`src/rtl/rms_pkg.sv`:
```
// Shared types, codes and helper functions for the range median smoother and
// stuck-sensor watchdog. No dependencies; every other file imports this package.

package rms_pkg;

   // Configuration register indexes.
   localparam logic [2:0] CSR_IDLE_RANGE    = 3'd0;
   localparam logic [2:0] CSR_PRESS_LIMIT   = 3'd1;
   localparam logic [2:0] CSR_STUCK_LIMIT   = 3'd2;
   localparam logic [2:0] CSR_READ_INTERVAL = 3'd3;
   localparam logic [2:0] CSR_RESET_DELAY   = 3'd4;
   localparam logic [2:0] CSR_CALIBRATING   = 3'd5;

   localparam logic [15:0] IDLE_RANGE_RESET    = 16'd0;
   localparam logic [15:0] PRESS_LIMIT_RESET   = 16'd0;
   localparam logic [7:0]  STUCK_LIMIT_RESET   = 8'd10;
   localparam logic [15:0] READ_INTERVAL_RESET = 16'd10;
   localparam logic [15:0] RESET_DELAY_RESET   = 16'd100;

   // Function codes carried on the request side.
   typedef enum logic [1:0] {
      FUNC_START  = 2'd0,
      FUNC_UPDATE = 2'd1,
      FUNC_READ   = 2'd2
   } func_type;

   // Sensor commands reported with each result.
   typedef enum logic [1:0] {
      CMD_NONE    = 2'd0,
      CMD_RESTART = 2'd1,
      CMD_STOP    = 2'd2,
      CMD_START   = 2'd3
   } cmd_type;

   // Operating mode, one-hot.
   typedef enum logic [5:0] {
      MODE_UNINIT = 6'b000001,
      MODE_OPER   = 6'b000010,
      MODE_RST1   = 6'b000100,
      MODE_RST2   = 6'b001000,
      MODE_RST3   = 6'b010000,
      MODE_ERROR  = 6'b100000
   } mode_type;

   // Mode numbers as reported on the result channel.
   localparam logic [2:0] MODE_CODE_UNINIT = 3'd0;
   localparam logic [2:0] MODE_CODE_OPER   = 3'd1;
   localparam logic [2:0] MODE_CODE_RST1   = 3'd2;
   localparam logic [2:0] MODE_CODE_RST2   = 3'd3;
   localparam logic [2:0] MODE_CODE_RST3   = 3'd4;
   localparam logic [2:0] MODE_CODE_ERROR  = 3'd5;

   typedef struct packed {
      func_type    func;
      logic [31:0] now_ms;
      logic        sample_ready;
      logic [7:0]  raw_range;
      logic        init_ok;
   } req_item_type;

   typedef struct packed {
      logic [15:0] range_value;
      logic        pressed;
      logic [2:0]  mode;
      cmd_type     sensor_cmd;
   } rsp_item_type;

   typedef struct packed {
      logic [15:0] idle_range;
      logic [15:0] press_limit;
      logic [7:0]  stuck_limit;
      logic [15:0] read_interval;
      logic [15:0] reset_delay;
      logic        calibrating;
   } cfg_type;

   // Stuck count increment that holds at full scale.
   function automatic logic [7:0] sat_inc(input logic [7:0] count);
      logic [7:0] res;
      res = (count == 8'hFF) ? count : count + 8'd1;
      return res;
   endfunction

   function automatic logic [2:0] mode_code(input mode_type mode);
      logic [2:0] res;
      unique case (mode)
         MODE_UNINIT: res = MODE_CODE_UNINIT;
         MODE_OPER:   res = MODE_CODE_OPER;
         MODE_RST1:   res = MODE_CODE_RST1;
         MODE_RST2:   res = MODE_CODE_RST2;
         MODE_RST3:   res = MODE_CODE_RST3;
         MODE_ERROR:  res = MODE_CODE_ERROR;
         default:     res = MODE_CODE_UNINIT;
      endcase
      return res;
   endfunction

endpackage

```
`src/rtl/rms_median.sv`:
```
// Three-sample median window: holds the last three raw samples and gives the
// median including the incoming sample. Depends on rms_pkg.

module rms_median import rms_pkg::*; (
   input  logic       clock,
   input  logic       reset,
   input  logic       load,
   input  logic [7:0] sample,
   output logic [7:0] median
);

   logic [7:0] window_ff [3];
   logic [1:0] pos_ff;
   logic [1:0] pos_in;
   logic [1:0] fill_ff;
   logic [1:0] fill_in;
   logic [1:0] slot;
   logic [7:0] win_a;
   logic [7:0] win_b;
   logic [7:0] win_c;
   logic [7:0] lo_ab;
   logic [7:0] hi_ab;
   logic [7:0] mid_hi;

   assign slot    = (pos_ff == 2'd3) ? 2'd0 : pos_ff;
   assign pos_in  = (slot == 2'd2) ? 2'd0 : slot + 2'd1;
   assign fill_in = (fill_ff == 2'd3) ? fill_ff : fill_ff + 2'd1;

   // The window as it stands once the new sample is written in.
   assign win_a = (slot == 2'd0) ? sample : window_ff[0];
   assign win_b = (slot == 2'd1) ? sample : window_ff[1];
   assign win_c = (slot == 2'd2) ? sample : window_ff[2];

   // Median of three as max(min(a, b), min(max(a, b), c)).
   assign lo_ab  = (win_a < win_b) ? win_a : win_b;
   assign hi_ab  = (win_a < win_b) ? win_b : win_a;
   assign mid_hi = (hi_ab < win_c) ? hi_ab : win_c;

   // Until the window is full the sample passes straight through.
   assign median = (fill_in != 2'd3) ? sample : ((lo_ab < mid_hi) ? mid_hi : lo_ab);

   always_ff @(posedge clock) begin
      if (reset) begin
         pos_ff  <= 2'd0;
         fill_ff <= 2'd0;
      end else if (load) begin
         pos_ff  <= pos_in;
         fill_ff <= fill_in;
      end
   end

   always_ff @(posedge clock) begin
      if (load) begin
         window_ff[slot] <= sample;
      end
   end

endmodule

```
`src/rtl/rms_core.sv`:
```
// Per-item state update: mode sequencing, stuck watchdog and 8.8 averaging.
// Depends on rms_pkg and rms_median.

module rms_core import rms_pkg::*; (
   input  logic         clock,
   input  logic         reset,
   input  logic         step,
   input  req_item_type item,
   input  cfg_type      cfg,
   output rsp_item_type result
);

   mode_type    mode_ff;
   mode_type    mode_in;
   logic [15:0] smooth_ff;
   logic [15:0] smooth_in;
   logic        first_ff;
   logic        first_in;
   logic [7:0]  count_ff;
   logic [7:0]  count_in;
   logic [31:0] last_read_ff;
   logic [31:0] last_read_in;
   logic [31:0] action_ff;
   logic [31:0] action_in;
   cmd_type     cmd;
   logic        med_load;
   logic [7:0]  med_value;
   logic [15:0] new_value;
   logic [16:0] sum;
   logic [15:0] average;
   logic        read_due;
   logic        step_due;
   logic [7:0]  count_miss;
   logic [7:0]  count_hit;

   rms_median u_median (
      .clock  (clock),
      .reset  (reset),
      .load   (med_load),
      .sample (item.raw_range),
      .median (med_value)
   );

   assign new_value  = {med_value, 8'h00};
   assign sum        = {1'b0, smooth_ff} + {1'b0, new_value};
   assign average    = sum[16:1];
   assign read_due   = (item.now_ms - last_read_ff) > {16'd0, cfg.read_interval};
   assign step_due   = (item.now_ms - action_ff) > {16'd0, cfg.reset_delay};
   assign count_miss = sat_inc(count_ff);
   assign count_hit  = (smooth_ff == new_value) ? sat_inc(count_ff) : 8'd0;

   assign med_load = step && (item.func == FUNC_UPDATE) && (mode_ff == MODE_OPER)
                     && read_due && item.sample_ready;

   always_comb begin
      mode_in      = mode_ff;
      smooth_in    = smooth_ff;
      first_in     = first_ff;
      count_in     = count_ff;
      last_read_in = last_read_ff;
      action_in    = action_ff;
      cmd          = CMD_NONE;
      unique case (item.func)
         FUNC_START: begin
            if (item.init_ok) begin
               mode_in = MODE_OPER;
               cmd     = CMD_START;
            end
         end
         FUNC_UPDATE: begin
            unique case (mode_ff)
               MODE_UNINIT: begin
                  smooth_in = cfg.idle_range;
               end
               MODE_OPER: begin
                  if (read_due && !item.sample_ready) begin
                     count_in = count_miss;
                     if (count_miss >= cfg.stuck_limit) begin
                        cmd = CMD_RESTART;
                        if (!item.init_ok) begin
                           mode_in = MODE_ERROR;
                        end else begin
                           mode_in   = MODE_RST1;
                           action_in = item.now_ms;
                           count_in  = 8'd0;
                        end
                     end
                  end else if (read_due) begin
                     last_read_in = item.now_ms;
                     if (!first_ff) begin
                        smooth_in = new_value;
                        first_in  = 1'b1;
                     end else begin
                        count_in  = count_hit;
                        smooth_in = average;
                        if (count_hit >= cfg.stuck_limit) begin
                           cmd = CMD_RESTART;
                           if (!item.init_ok) begin
                              // Sensor would not come back: keep the old average.
                              mode_in   = MODE_ERROR;
                              smooth_in = smooth_ff;
                           end else begin
                              mode_in   = MODE_RST1;
                              action_in = item.now_ms;
                              count_in  = 8'd0;
                           end
                        end
                     end
                  end
               end
               MODE_RST1: begin
                  if (step_due) begin
                     cmd       = CMD_STOP;
                     mode_in   = MODE_RST2;
                     action_in = item.now_ms;
                  end
               end
               MODE_RST2: begin
                  if (step_due) begin
                     cmd       = CMD_START;
                     mode_in   = MODE_RST3;
                     action_in = item.now_ms;
                  end
               end
               MODE_RST3: begin
                  if (step_due) begin
                     mode_in   = MODE_OPER;
                     action_in = item.now_ms;
                  end
               end
               default: begin
                  // Error mode: updates are ignored.
               end
            endcase
         end
         FUNC_READ: begin
            if (!cfg.calibrating && !first_ff) begin
               smooth_in = cfg.idle_range;
               first_in  = 1'b1;
            end
         end
         default: begin
            // Unused function code: report the current state only.
         end
      endcase
   end

   assign result.range_value = smooth_in;
   assign result.pressed     = (smooth_in <= cfg.press_limit);
   assign result.mode        = mode_code(mode_in);
   assign result.sensor_cmd  = cmd;

   always_ff @(posedge clock) begin
      if (reset) begin
         mode_ff      <= MODE_UNINIT;
         smooth_ff    <= 16'd0;
         first_ff     <= 1'b0;
         count_ff     <= 8'd0;
         last_read_ff <= 32'd0;
         action_ff    <= 32'd0;
      end else if (step) begin
         mode_ff      <= mode_in;
         smooth_ff    <= smooth_in;
         first_ff     <= first_in;
         count_ff     <= count_in;
         last_read_ff <= last_read_in;
         action_ff    <= action_in;
      end
   end

endmodule

```
`src/rtl/range_median_smooth_stuck_watchdog.sv`:
```
// Top level of the range median smoother with stuck-sensor watchdog: request
// register, configuration registers and result register. Depends on rms_pkg, rms_core.
//
//   Channel   Direction   Handshake              Payload
//   req_      in          req_tvalid/req_tready  tuser func, tdata timestamp and sample
//   rsp_      out         rsp_tvalid/rsp_tready  tdata range, pressed, mode, command
//   csr_      in          csr_we (no wait)       csr_index, csr_wdata
//
// Each request transfer is captured in an input register and, in the cycle it
// moves on, passes through one level of logic (median, average, watchdog) into
// the result register. A new one is accepted every cycle unless the result side
// stalls; then one item waits in the result register and one more in the input
// register. Reset is synchronous and returns every register, mode and count but
// the item registers and the median window to its documented value.

module range_median_smooth_stuck_watchdog import rms_pkg::*; (
   input  logic        clock,
   input  logic        reset,
   // Request channel.
   input  logic        req_tvalid,
   output logic        req_tready,
   input  logic [1:0]  req_tuser,   // [1:0] func
   input  logic [47:0] req_tdata,   // [31:0] now_ms, [32] sample_ready,
                                    // [40:33] raw_range, [41] init_ok, rest zero
   // Result channel.
   output logic        rsp_tvalid,
   input  logic        rsp_tready,
   output logic [23:0] rsp_tdata,   // [15:0] range_value, [16] pressed,
                                    // [19:17] mode, [21:20] sensor_cmd, rest zero
   // Configuration write port.
   input  logic        csr_we,
   input  logic [2:0]  csr_index,
   input  logic [15:0] csr_wdata
);

   logic         s1_valid_ff;
   req_item_type s1_item_ff;
   req_item_type req_item;
   logic         advance;
   logic         out_valid_ff;
   rsp_item_type out_item_ff;
   rsp_item_type core_result;
   cfg_type      cfg_ff;

   // Unpack the request transfer into its fields.
   assign req_item.func         = func_type'(req_tuser);
   assign req_item.now_ms       = req_tdata[31:0];
   assign req_item.sample_ready = req_tdata[32];
   assign req_item.raw_range    = req_tdata[40:33];
   assign req_item.init_ok      = req_tdata[41];

   // The held item moves into the result register whenever that register is
   // empty or is being emptied in the same cycle.
   assign advance    = s1_valid_ff && (!out_valid_ff || rsp_tready);
   assign req_tready = !s1_valid_ff || advance;

   always_ff @(posedge clock) begin
      if (reset) begin
         s1_valid_ff <= 1'b0;
      end else if (req_tready) begin
         s1_valid_ff <= req_tvalid;
      end
   end

   always_ff @(posedge clock) begin
      if (req_tready && req_tvalid) begin
         s1_item_ff <= req_item;
      end
   end

   rms_core u_core (
      .clock  (clock),
      .reset  (reset),
      .step   (advance),
      .item   (s1_item_ff),
      .cfg    (cfg_ff),
      .result (core_result)
   );

   always_ff @(posedge clock) begin
      if (reset) begin
         out_valid_ff <= 1'b0;
      end else if (advance) begin
         out_valid_ff <= 1'b1;
      end else if (rsp_tready) begin
         out_valid_ff <= 1'b0;
      end
   end

   always_ff @(posedge clock) begin
      if (advance) begin
         out_item_ff <= core_result;
      end
   end

   assign rsp_tvalid = out_valid_ff;
   assign rsp_tdata  = {2'b00, out_item_ff.sensor_cmd, out_item_ff.mode,
                        out_item_ff.pressed, out_item_ff.range_value};

   // Configuration registers; writes to unused indexes are dropped.
   always_ff @(posedge clock) begin
      if (reset) begin
         cfg_ff.idle_range    <= IDLE_RANGE_RESET;
         cfg_ff.press_limit   <= PRESS_LIMIT_RESET;
         cfg_ff.stuck_limit   <= STUCK_LIMIT_RESET;
         cfg_ff.read_interval <= READ_INTERVAL_RESET;
         cfg_ff.reset_delay   <= RESET_DELAY_RESET;
         cfg_ff.calibrating   <= 1'b0;
      end else if (csr_we) begin
         unique case (csr_index)
            CSR_IDLE_RANGE:    cfg_ff.idle_range    <= csr_wdata;
            CSR_PRESS_LIMIT:   cfg_ff.press_limit   <= csr_wdata;
            CSR_STUCK_LIMIT:   cfg_ff.stuck_limit   <= csr_wdata[7:0];
            CSR_READ_INTERVAL: cfg_ff.read_interval <= csr_wdata;
            CSR_RESET_DELAY:   cfg_ff.reset_delay   <= csr_wdata;
            CSR_CALIBRATING:   cfg_ff.calibrating   <= csr_wdata[0];
            default: begin
            end
         endcase
      end
   end

endmodule

```
`config.mk`:
```
export PLATFORM = sky130hd
export DESIGN_NAME = range_median_smooth_stuck_watchdog
export DESIGN_NICKNAME = d
export VERILOG_FILES = /design/src/rtl/rms_pkg.sv /design/src/rtl/rms_median.sv /design/src/rtl/rms_core.sv /design/src/rtl/range_median_smooth_stuck_watchdog.sv
export SDC_FILE = /design/constraint.sdc
export NUM_CORES = 1
export LEC_CHECK = 0
export BUFFER_PORTS_ARGS = -buffer_cell sky130_fd_sc_hd__buf_2
export CAP_MARGIN = 10
export CORE_UTILIZATION = 30
export CTS_CLUSTER_SIZE = 12
export DETAILED_ROUTE_END_ITERATION = 7
export GPL_ROUTABILITY_DRIVEN = 0
export PLACE_DENSITY_LB_ADDON = 0.3
export SYNTH_ARGS = -nofsm -noshare
export SYNTH_HDL_FRONTEND = slang
export SYNTH_SLANG_ARGS = --single-unit
```
`constraint.sdc`:
```
create_clock -name clock -period 11.6 [get_ports clock]
set_input_delay 2.32 -clock clock [delete_from_list [all_inputs] [get_ports clock]]
set_output_delay 2.32 -clock clock [all_outputs]
set_load 0.005 [all_outputs]
```
==> results.txt <==
Drt total wl - 54500 µm
Pin count of the biggest net entering global routing - 74
Crit. End Element - flop
Synth top area share - 19.0%
Worst r2r src - u_core.u_median.pos_ff[0]
Via-per-instance ratio - 5.29
Synth top area cells - dfxtp_1 (19%), edfxtp_1 (15%), ha_1 (11%)
Critical Path Source - u_core.u_median.pos_ff[0]
Delay of the slowest critical-path stage - 0.43 ns
Setup ws final - 0.428 ns
Core ar. - 60400 µm²
Initial Utilization - 30.3%
Flops & latches, synth - 264
Min Tclk post-route - 11.17 ns
Worst EP arrival - 11.56 ns
Setup WS pre-CTS - -0.127 ns
Area growth syn-to-layout - 17.7%
Nets - 2576
Vias in the first global route - 15800
Placed instance area - 20000 µm²
# setup viols final - 0
Final worst path period share - 96.3%
Clock latency on the worst-skew pair - 0.55 ns
Critical path destination - rsp_tdata[16]
Post-synthesis cell count - 2210
Rel. slew slack - 30.4%
Final Power - 2.61 mW
NetSw - 746 µW
CTS sink cnt - 264
Sw frac - 28.6%
Status - completed
Pins over their slew limit - 0
Fill count - 6224
WHS - 0.448 ns
H-tree Lvls - 2
Pwr dens - 121 nW/µm²
Post-synth top cells - nand2_1 (320), a21oi_1 (235), dfxtp_1 (174), inv_1 (168), nor2_1 (162)
Post-route cell area - 21500 µm²
Worst VDD drop - 0.0931 mV
First-pass GRT wire length - 85300 µm
Setup slack, reg-to-reg - 0.43 ns
Clock share of power - 42.7%
Flop pwr share - 39.0%
Final Hold Vio Count - 0
Worst reg2reg path depth - 60
I/O pin cnt - 100
Drt pass-1 iters - 6
R2r endpoint - rsp_tdata[16]
Top-count cell post-synth - nand2_1
P_leak - 7.94 nW
CTS buffer count - 35
Routed WL per cell - 17.3 µm
FP Rows - 90
Clock Pin Slew Worst Setup and Hold Paths - 0.06 ns
DRT antenna net count - 0
Comb power frac - 18.2%
Clk Tree Root Cell - clkbuf_16
Synth warn - 0
Overflow after GRT - 0
Synth Cell Area - 18300 µm²
Crit path max fanout - 8
Setup TNS - 0 ns
Layout Skew - 0.0400 ns
Total GRT Usage - 17.0%
Layout Cells excl Fill - 3146
Synth cell types - 105
Area leader, netlist - dfxtp_1
Placed Cells - 3076
Routed vias - 16600
Port Buffers - 91
Avg Cell Area, Syn - 8.28 µm²
Die W - 249 µm
Die H - 249 µm
1st-iter DRT viols - 1227
Sequential area share after synthesis - 33.8%
Startpoint Class - flop
ANT cells - 0
Initial antenna violation count - 5
Worst min path class - reg2reg
Share of cells above drive strength 1 - 14.7%
Post-DP HPWL - 40100 µm
Max-Cap Viols - 0
Fmax - 89.5 MHz
DRC - 0
Post-synth EDFFs - 90
CP max-delay cell - nor3_4
Internal power - 1.86 mW
Synth Flop Type - dfxtp_1
Die Area - 62000 µm²
CTS tree - yes
CTS max path bufs - 3
Worst Tran Pin Value - 1.04 ns
Worst EP required - 11.99 ns
WS Path Type - reg2reg
Finished Core Util - 35.7%
Async set or reset register ratio after synthesis - 0%
-- flip-flops by register name, indices dropped and copies added, names as in the netlist --
signal	count
cfg_ff	73
s1_item_ff	44
u_core.action_ff	32
u_core.last_read_ff	32
u_core.u_median.window_ff	24
rsp_tdata	22
u_core.smooth_ff	16
u_core.count_ff	8
u_core.mode_ff	6
u_core.u_median.fill_ff	2
u_core.u_median.pos_ff	2
rsp_tvalid	1
s1_valid_ff	1
u_core.first_ff	1
-- kinds of logic after synthesis --
group	count (synthesis)	share of synthesized area, %
AOI/OAI and AO/OA	637	22.6
xor gates and xnor gates	50	2.39
adders and majority gates	163	11.3
buffers and inverters	269	5.98
DFF	264	33.8
muxes	98	5.42
other	1	0.0205
and+or+nand+nor	728	18.5
-- layout by cell type (no fill, tap or decap), types with 9 or more instances in the layout --
cell / synthesis / layout
nor2_1: 162 / 159
a21o_1: 33 / 33
o21ai_1: 18 / 20
buf_4: 3 / 96
a21oi_2: 5 / 18
o22ai_1: 22 / 22
o21ai_0: 101 / 99
inv_1: 168 / 168
nor2b_1: 19 / 19
o21a_1: 31 / 31
clkbuf_16: 0 / 37
dfxtp_1: 174 / 174
edfxtp_1: 90 / 90
a31oi_1: 25 / 24
nand2b_1: 25 / 24
xnor2_1: 33 / 33
a211oi_1: 18 / 18
nand2_1: 320 / 319
a21oi_1: 235 / 221
buf_2: 19 / 90
mux2i_1: 89 / 86
or3_1: 10 / 9
nand4_1: 36 / 36
and2_1: 12 / 11
nand3_1: 39 / 39
o221ai_1: 12 / 12
xor2_1: 17 / 17
nor4_1: 14 / 12
o211ai_1: 29 / 29
ha_1: 160 / 153
nor3_1: 36 / 33
-- power groups by stage --
| stage | clock network, mW | registers [mW] | logic, mW |
|---|---|---|---|
| global route | 1.18 | 1.02 | 0.525 |
| floorplan | 0 | 1.02 | 0.307 |
| CTS | 1.15 | 1.02 | 0.456 |
| detailed placement | 0 | 1.04 | 0.453 |
| finish | 1.11 | 1.02 | 0.475 |
| global placement | 0 | 1.03 | 0.443 |
-- what timing repair did --
item                                    4_1_cts  5_1_grt
endpoints found under the setup margin        1        1
hold buffers                                  0        0
buffers inserted                              0        7
pin swaps                                     1       31
resized for setup                             2       55
-- worst max-delay path, delay by kind of cell (launching register included) --
kind                     cells  cell delay (ns)
AND/OR/NAND/NOR             16             2.23
adder cells (fa/ha/maj)      7             1.82
AO/OA/AOI/OAI               27             4.76
multiplexers                 1             0.34
flip-flops                   1             0.32
buffers and inverters        9             1.48
-- area by class of cell --
class                      count  area, µm²  share of cell area [%]
clock buffer                  45        966                    4.49
clock inverter                17        205                   0.953
inverter                     169        634                    2.95
multi-input combinational   1678      11300                    52.6
sequential                   264       6190                    28.7
tap                          782        978                    4.55
timing repair buffer         191       1240                    5.74
-- layer usage --
metal | track usage [%] | vias to the layer above | wire length, µm
met5 | 0 | - | 36
met4 | 5.57 | 6 | 1450
met3 | 2.75 | 101 | 2980
met2 | 28.7 | 473 | 25400
met1 | 22.0 | 7875 | 24600
li1 | - | 8188 | -
-- worst min path at each step --
stage          depth (start not counted)                     from                 endpoint  slack [ns]
2_1_floorplan                          2   u_core.last_read_ff[1]   u_core.last_read_ff[1]        0.43
3_3_place_gp                           2  u_core.last_read_ff[22]  u_core.last_read_ff[22]        0.44
3_5_place_dp                           2  u_core.last_read_ff[14]  u_core.last_read_ff[14]        0.44
4_1_cts                                2  u_core.last_read_ff[14]  u_core.last_read_ff[14]        0.45
5_1_grt                                2   u_core.last_read_ff[1]   u_core.last_read_ff[1]        0.46
6_report                               2  u_core.last_read_ff[20]  u_core.last_read_ff[20]        0.45
(Power assumes the default switching activity.)
